<file path="src/sv/lpcd_pkg.sv">
// Package for the LRU pair cache directory: sizes, operation codes and the
// request, response and cell control types. No dependencies.
`timescale 1ns / 1ps

package lpcd_pkg;

  // directory depth and derived widths
  localparam int ENTRIES = 16;
  localparam int IDX_W   = $clog2(ENTRIES);
  localparam int CNT_W   = $clog2(ENTRIES + 1);

  // fixed field widths of the request and response
  localparam int PHONE_W   = 8;
  localparam int KEY_W     = 2 * PHONE_W;
  localparam int SLOT_W    = 4;
  localparam int COUNT_W   = 5;
  localparam int CAP_W     = 5;
  localparam int CAP_RESET = 16;

  // width wide enough to compare count and capacity against each other
  localparam int CMP_W = (CNT_W > CAP_W) ? CNT_W : CAP_W;

  typedef enum logic [1:0] {
    OP_LOOKUP  = 2'd0,
    OP_PRELOAD = 2'd1,
    OP_CLEAR   = 2'd2
  } lpcd_op_e;

  typedef struct packed {
    logic [1:0]         operation;
    logic [PHONE_W-1:0] first_phone;
    logic [PHONE_W-1:0] second_phone;
  } lpcd_req_t;

  typedef struct packed {
    logic               hit;
    logic [SLOT_W-1:0]  slot;
    logic               fill_needed;
    logic               accepted;
    logic [COUNT_W-1:0] entry_count;
  } lpcd_rsp_t;

  // update command for one directory cell
  typedef struct packed {
    logic shift;  // take key and slot from the neighbor in front
    logic load;   // take the broadcast key and slot
  } lpcd_cell_ctrl_t;

endpackage

</file>
<file path="src/sv/lpcd_cell.sv">
// One directory position: holds a key and its buffer slot, compares against
// the lookup key and passes match, hit slot and tail slot down the row.
// Depends on lpcd_pkg.
`timescale 1ns / 1ps

module lpcd_cell (
  input  logic                        clk_i,
  input  lpcd_pkg::lpcd_cell_ctrl_t   ctrl_i,
  input  logic                        valid_i,
  input  logic                        tail_i,
  input  logic [lpcd_pkg::KEY_W-1:0]  key_i,
  input  logic [lpcd_pkg::IDX_W-1:0]  new_slot_i,
  input  logic [lpcd_pkg::KEY_W-1:0]  prev_key_i,
  input  logic [lpcd_pkg::IDX_W-1:0]  prev_slot_i,
  input  logic                        found_i,
  input  logic [lpcd_pkg::IDX_W-1:0]  hit_slot_i,
  input  logic [lpcd_pkg::IDX_W-1:0]  tail_slot_i,
  output logic                        found_o,
  output logic [lpcd_pkg::IDX_W-1:0]  hit_slot_o,
  output logic [lpcd_pkg::IDX_W-1:0]  tail_slot_o,
  output logic [lpcd_pkg::KEY_W-1:0]  key_o,
  output logic [lpcd_pkg::IDX_W-1:0]  slot_o
);

  logic [lpcd_pkg::KEY_W-1:0] key_q;
  logic [lpcd_pkg::IDX_W-1:0] slot_q;
  logic                       match;

  // compare against the lookup key, first match in the row wins
  assign match       = valid_i && (key_q == key_i);
  assign found_o     = found_i || match;
  assign hit_slot_o  = found_i ? hit_slot_i : (match ? slot_q : '0);
  assign tail_slot_o = tail_i ? slot_q : tail_slot_i;

  // hand stored entry to the next cell
  assign key_o  = key_q;
  assign slot_o = slot_q;

  // shift from the neighbor or load the broadcast entry
  always_ff @(posedge clk_i) begin
    if (ctrl_i.shift) begin
      key_q  <= prev_key_i;
      slot_q <= prev_slot_i;
    end else if (ctrl_i.load) begin
      key_q  <= key_i;
      slot_q <= new_slot_i;
    end
  end

endmodule

</file>
<file path="src/sv/lru_pair_cache_directory.sv">
// Top level of the LRU pair cache directory: command port, capacity register,
// entry count and the row of lpcd_cell instances. Depends on lpcd_pkg, lpcd_cell.
`timescale 1ns / 1ps

// Recency-ordered directory of a fully associative cache. A command is taken
// on any cycle with start_i high; busy_o never rises, so one command per clock
// is sustained. Every command gives exactly one response, shown on rsp_o for
// the single cycle in which done_o is high, the cycle right after the command
// is taken; the receiver cannot stall it. The rate is set by the cell row:
// all cells compare the key in parallel, the first match and the tail slot
// ripple down the row, and every cell shifts or loads at the same edge.
// The capacity register may be written at any time through cfg_valid_i.
module lru_pair_cache_directory (
  input  logic                       clk_i,
  input  logic                       rst_ni,
  input  logic                       start_i,
  output logic                       busy_o,
  input  lpcd_pkg::lpcd_req_t        req_i,
  output logic                       done_o,
  output lpcd_pkg::lpcd_rsp_t        rsp_o,
  input  logic                       cfg_valid_i,
  output logic                       cfg_ready_o,
  input  logic [lpcd_pkg::CAP_W-1:0] cfg_data_i
);

  localparam int N = lpcd_pkg::ENTRIES;

  logic [lpcd_pkg::CAP_W-1:0] cap_q;
  logic [lpcd_pkg::CNT_W-1:0] count_q, count_d;
  logic                       done_q;
  lpcd_pkg::lpcd_rsp_t        rsp_q, rsp_d;

  logic                       take;
  logic [lpcd_pkg::KEY_W-1:0] key;
  logic [lpcd_pkg::CMP_W-1:0] eff_cap;
  logic [lpcd_pkg::CMP_W-1:0] count_ext;
  logic                       below_cap;
  logic                       is_lookup, is_preload, is_clear;
  logic                       hit;
  logic [lpcd_pkg::IDX_W-1:0] new_slot;

  // ripple chains through the row
  logic [lpcd_pkg::KEY_W-1:0] key_chain  [N+1];
  logic [lpcd_pkg::IDX_W-1:0] slot_chain [N+1];
  logic                       found_chain[N+1];
  logic [lpcd_pkg::IDX_W-1:0] hit_chain  [N+1];
  logic [lpcd_pkg::IDX_W-1:0] tail_chain [N+1];

  assign take        = start_i;
  assign busy_o      = 1'b0;
  assign cfg_ready_o = 1'b1;
  assign key         = {req_i.first_phone, req_i.second_phone};

  assign is_lookup  = (req_i.operation == lpcd_pkg::OP_LOOKUP);
  assign is_preload = (req_i.operation == lpcd_pkg::OP_PRELOAD);
  assign is_clear   = (req_i.operation == lpcd_pkg::OP_CLEAR);

  // capacity clamped to one .. entries
  always_comb begin
    if (cap_q == '0) begin
      eff_cap = lpcd_pkg::CMP_W'(1);
    end else if (lpcd_pkg::CMP_W'(cap_q) > lpcd_pkg::CMP_W'(N)) begin
      eff_cap = lpcd_pkg::CMP_W'(N);
    end else begin
      eff_cap = lpcd_pkg::CMP_W'(cap_q);
    end
  end

  assign count_ext = lpcd_pkg::CMP_W'(count_q);
  assign below_cap = count_ext < eff_cap;

  // chain heads: cell zero receives the new front entry
  assign key_chain[0]   = key;
  assign slot_chain[0]  = new_slot;
  assign found_chain[0] = 1'b0;
  assign hit_chain[0]   = '0;
  assign tail_chain[0]  = '0;

  assign hit = found_chain[N];

  // slot given to the front entry or the appended entry
  always_comb begin
    if (is_lookup && hit) begin
      new_slot = hit_chain[N];
    end else if (is_lookup && !below_cap) begin
      new_slot = tail_chain[N];
    end else begin
      new_slot = lpcd_pkg::IDX_W'(count_q);
    end
  end

  // row of cells
  for (genvar i = 0; i < N; i++) begin : g_cell
    lpcd_pkg::lpcd_cell_ctrl_t ctrl;
    logic                      valid;
    logic                      tail;

    assign valid = lpcd_pkg::CNT_W'(i) < count_q;
    assign tail  = lpcd_pkg::CNT_W'(i + 1) == count_q;

    // hit: cells up to the match shift; miss: cells up to the insert point shift; preload: cell at the count loads
    always_comb begin
      ctrl.shift = 1'b0;
      ctrl.load  = 1'b0;
      if (take && is_lookup) begin
        if (hit) begin
          ctrl.shift = !found_chain[i];
        end else if (below_cap) begin
          ctrl.shift = lpcd_pkg::CNT_W'(i) <= count_q;
        end else begin
          ctrl.shift = valid;
        end
      end else if (take && is_preload && below_cap) begin
        ctrl.load = lpcd_pkg::CNT_W'(i) == count_q;
      end
    end

    lpcd_cell u_cell (
      .clk_i       (clk_i),
      .ctrl_i      (ctrl),
      .valid_i     (valid),
      .tail_i      (tail),
      .key_i       (key),
      .new_slot_i  (new_slot),
      .prev_key_i  (key_chain[i]),
      .prev_slot_i (slot_chain[i]),
      .found_i     (found_chain[i]),
      .hit_slot_i  (hit_chain[i]),
      .tail_slot_i (tail_chain[i]),
      .found_o     (found_chain[i+1]),
      .hit_slot_o  (hit_chain[i+1]),
      .tail_slot_o (tail_chain[i+1]),
      .key_o       (key_chain[i+1]),
      .slot_o      (slot_chain[i+1])
    );
  end

  // next count and response
  always_comb begin
    count_d           = count_q;
    rsp_d.hit         = 1'b0;
    rsp_d.slot        = '0;
    rsp_d.fill_needed = 1'b0;
    rsp_d.accepted    = 1'b1;
    if (is_lookup) begin
      rsp_d.hit         = hit;
      rsp_d.fill_needed = !hit;
      rsp_d.slot        = lpcd_pkg::SLOT_W'(new_slot);
      if (!hit && below_cap) begin
        count_d = count_q + 1'b1;
      end
    end else if (is_preload) begin
      if (below_cap) begin
        rsp_d.fill_needed = 1'b1;
        rsp_d.slot        = lpcd_pkg::SLOT_W'(new_slot);
        count_d           = count_q + 1'b1;
      end else begin
        rsp_d.accepted = 1'b0;
      end
    end else if (is_clear) begin
      count_d = '0;
    end
    rsp_d.entry_count = lpcd_pkg::COUNT_W'(count_d);
  end

  // control state
  always_ff @(posedge clk_i or negedge rst_ni) begin
    if (!rst_ni) begin
      cap_q   <= lpcd_pkg::CAP_W'(lpcd_pkg::CAP_RESET);
      count_q <= '0;
      done_q  <= 1'b0;
    end else begin
      if (cfg_valid_i) begin
        cap_q <= cfg_data_i;
      end
      if (take) begin
        count_q <= count_d;
      end
      done_q <= take;
    end
  end

  // response register
  always_ff @(posedge clk_i) begin
    if (take) begin
      rsp_q <= rsp_d;
    end
  end

  assign done_o = done_q;
  assign rsp_o  = rsp_q;

endmodule

</file>
<file path="config.mk">
export PLATFORM = sky130hd
export DESIGN_NAME = lru_pair_cache_directory
export DESIGN_NICKNAME = d
export VERILOG_FILES = /design/src/sv/lpcd_pkg.sv /design/src/sv/lpcd_cell.sv /design/src/sv/lru_pair_cache_directory.sv
export SDC_FILE = /design/constraint.sdc
export NUM_CORES = 1
export LEC_CHECK = 0
export ABC_AREA = 0
export BUFFER_PORTS_ARGS = -buffer_cell sky130_fd_sc_hd__buf_2
export CORE_UTILIZATION = 58
export DETAILED_ROUTE_END_ITERATION = 10
export GPL_TIMING_DRIVEN = 0
export PLACE_DENSITY = 0.83
export SLEW_MARGIN = 10
export SYNTH_ARGS = -nofsm -noshare
export SYNTH_HDL_FRONTEND = slang
export SYNTH_SLANG_ARGS = --single-unit
export TNS_END_PERCENT = 20
</file>
<file path="constraint.sdc">
create_clock -name clk_i -period 4.4 [get_ports clk_i]
set_input_delay 0.88 -clock clk_i [delete_from_list [all_inputs] [get_ports clk_i]]
set_output_delay 0.88 -clock clk_i [all_outputs]
set_load 0.005 [all_outputs]
</file>
==> run summary <==
clock input transition at the sequential cells of the worst setup and hold paths - 0.06 ns
first-pass GRT wire length - 113000 um
maximum VDD drop - 0.000326 V
count of final hold-check violations - 0
Worst Path Required - 4.70 ns
Die X - 195 um
drt pass-1 iters - 6
GPL Wtd Cong - 1.02
cell chosen for the clock root - sky130_fd_sc_hd__clkbuf_16
Clock Latency Late Sink - 0.58 ns
final count of pins violating max slew - 0
slew of the pin with the lowest slew margin - 1.21 ns
post-synthesis sequential area ratio - 0.475
part of the power in combinational logic - 0.264
number of remaining DRC errors - 0
post-placement cell count - 2617
cell area after synthesis - 21600 um^2
leading cell types by total area after synthesis - sky130_fd_sc_hd__edfxtp_1 (46%), sky130_fd_sc_hd__nand2_1 (9.5%), sky130_fd_sc_hd__xor2_1 (7.1%)
number of CTS-inserted buffers - 40
Setup violations, final - 19
launching element type of the critical path - flip-flop
vias per cell - 6.68
CTS tree - done
fraction of layout instances using a drive strength above 1 - 0.194
PD cells - 424 nW/um^2
Core ar. - 36600 um^2
PortBufs - 37
Rows - 70
boundary pin count - 42
placed cell areas - 22600 um^2
Initial Util - 0.589
per-cell routed wire length - 28.5 um
number of enable flip-flop cells after synthesis - 332
maximum number of pins on one net before global-route repair - 19
Arr. time, crit path - 4.78 ns
slew margin rel. - 0.187
FF+latch count, synth - 343
largest buffer count on any clock path - 3
flip-flop cell with the highest count after synthesis - sky130_fd_sc_hd__edfxtp_1
Hold Crit Class - in2async
number of levels in the clock H-tree - 2
Detail Placement HPWL - 60300 um
number of clock sinks - 343
min cycle time layout - 4.47 ns
post-layout instance area - 24300 um^2
run status - finished with violations
initial drt markers - 2309
Avg Cell Area, Syn - 10.3 um^2
net count after synthesis - 2130
library cell with the largest summed area after synthesis - sky130_fd_sc_hd__edfxtp_1
Yosys Warn Count - 0
violations in the final reports - negative setup slack
P&R area growth vs syn - 12.7%
clock tree skew after final layout - 0.0207 ns
switching power - 3.43 mW
share of the core filled with cells in the final layout - 0.664
count of non-filler cells in the finished layout - 2695
register-to-register setup slack - -0.07 ns
routed wire length - 76700 um
hold slack final - 0.163 ns
number of instances in the synthesized netlist - 2096
commonest cells after routing, fill and taps aside - sky130_fd_sc_hd__nand2_1 (548), sky130_fd_sc_hd__edfxtp_1 (332), sky130_fd_sc_hd__xor2_1 (176), sky130_fd_sc_hd__buf_2 (91), sky130_fd_sc_hd__mux2_2 (81)
crit path setup slack, layout - -0.0734 ns
final critical-path share of the clock period - 1.02
Cell Int Power - 6.88 mW
commonest non-fill, non-tap cell in the layout - sky130_fd_sc_hd__nand2_1
post-synthesis async set-or-reset flop share - 0.0321
total inserted antenna cells - 0
global-route congestion overflow total - 0
switching power share of the total - 0.333
number of global-route vias before repair - 17200
vias after detailed routing - 18000
ANT nets after route - 0
distinct cell type count after synthesis - 102
Sequential Power Share - 0.398
die area - 38000 um^2
number of antenna violations at the first check in global routing - 1
static leakage - 9.02 nW
clock share of power - 0.338
die outline height - 195 um
Worst Setup Path Type - reg2reg
Max Fanout on Critical Path - 10
RSZ-0062 raised after global routing - true
hold buffers post-CTS - 0
area share of the largest cell type after synthesis - 0.462
max-cap violations - 0
nature of the critical path endpoint - flip-flop
Place WS - -1.13 ns
FMAX - 0.224 GHz
total global routing track utilization - 0.408
Net count, final - 2234
cell families after synthesis:
family | count (synthesis) | share of synthesized area
fa+ha+maj | 7 | 0.00406
buf+inv | 181 | 0.0504
compound gates | 264 | 0.0956
flops | 343 | 0.475
mux | 121 | 0.0668
xor+xnor | 257 | 0.104
simple gates | 921 | 0.203
other cells | 2 | 0.000348
path summary, 6_finish.rpt:
check | start | end | depth (start not counted)
setup / recovery | count_ext[0]$_DFFE_PN0P_ | g_cell[0].u_cell.slot_o[2]$_DFFE_PP_ | 15
hold / removal | rst_ni | count_ext[2]$_DFFE_PN0P_ | 1
setup reg to reg | count_ext[0]$_DFFE_PN0P_ | g_cell[0].u_cell.slot_o[2]$_DFFE_PP_ | 15
hold reg to reg | cap_q[1]$_DFFE_PN0P_ | cap_q[1]$_DFFE_PN0P_ | 1
max in group asynchronous | rst_ni | cap_q[4]$_DFFE_PN1P_ | 1
min in group clk_i | req_i[3] | g_cell[0].u_cell.key_o[3]$_DFFE_PP_ | 1
layout make-up:
class | instances | area (um^2)
Inverter | 21 | 82.6
Tap cell | 468 | 586
Timing Repair Buffer | 64 | 508
Sequential cell | 343 | 10200
Clock buffer | 47 | 1050
Fill cell | 2862 | 12300
Multi-Input combinational cell | 1572 | 10500
Buffer | 158 | 1020
Clock inverter | 22 | 265
through the flow:
stage | total power, mW | setup TNS [ns]
final | 10.3 | -0.595
after global routing | 10.5 | -0.957
after CTS | 10.1 | 0
after detailed placement | 6.65 | -239.49
after global placement | 6.58 | -586.60
after floorplan | 5.68 | 0
power groups by stage:
stage / logic, mW / registers (mW) / clock network, mW
after detailed placement: 2.49 / 4.16 / 0
after CTS: 2.57 / 4.10 / 3.47
after global routing: 2.84 / 4.12 / 3.56
after global placement: 2.41 / 4.17 / 0
final: 2.72 / 4.11 / 3.49
after floorplan: 1.56 / 4.12 / 0
metal layers:
metal,vias up,part of all wire,global-route usage
met3,203,0.11,0.0805
li1,7751,-,-
met1,8770,0.40,0.561
met2,1289,0.44,0.623
met5,-,0,0
met4,0,0.051,0.194
critical path, stage by stage (launching register included):
cell	delay, ns
sky130_fd_sc_hd__dfrtp_1	0.46
sky130_fd_sc_hd__buf_4	0.25
sky130_fd_sc_hd__buf_4	0.23
sky130_fd_sc_hd__inv_1	0.15
sky130_fd_sc_hd__ha_2	0.31
sky130_fd_sc_hd__nor4bb_2	0.23
sky130_fd_sc_hd__a211oi_1	0.33
sky130_fd_sc_hd__o211ai_1	0.20
sky130_fd_sc_hd__o311ai_4	0.42
sky130_fd_sc_hd__a21oi_1	0.18
sky130_fd_sc_hd__a2111oi_0	0.44
sky130_fd_sc_hd__a211o_1	0.16
sky130_fd_sc_hd__a32o_1	0.15
sky130_fd_sc_hd__buf_2	0.27
sky130_fd_sc_hd__buf_4	0.28
sky130_fd_sc_hd__nor2_1	0.13
state kept, by name, indices dropped and copies added (netlist names):
register and flops:
g_cell.u_cell.key_o 256, g_cell.u_cell.slot_o 64, rsp_o 12, cap_q 5, count_ext 5, done_o 1
timing repair:
action,4_1_cts,5_1_grt
setup endpoints to repair,358,314
buffers inserted,4,7
gates resized for setup,33,27
pin swaps,3,4
synth_stat cells (26+ instances only):
cell type	instances
sky130_fd_sc_hd__a21oi_1	30
sky130_fd_sc_hd__buf_6	34
sky130_fd_sc_hd__edfxtp_1	332
sky130_fd_sc_hd__nand4_1	28
sky130_fd_sc_hd__o21ai_0	40
sky130_fd_sc_hd__mux2_2	81
sky130_fd_sc_hd__xnor2_1	81
sky130_fd_sc_hd__nor2_1	72
sky130_fd_sc_hd__nor3_1	26
sky130_fd_sc_hd__nand2_1	548
sky130_fd_sc_hd__o31ai_1	46
sky130_fd_sc_hd__xor2_1	176
sky130_fd_sc_hd__buf_2	59
sky130_fd_sc_hd__clkbuf_1	27
sky130_fd_sc_hd__nor4_1	67
sky130_fd_sc_hd__nand3_1	39
No activity file was read; power rests on OpenSTA's default activity.
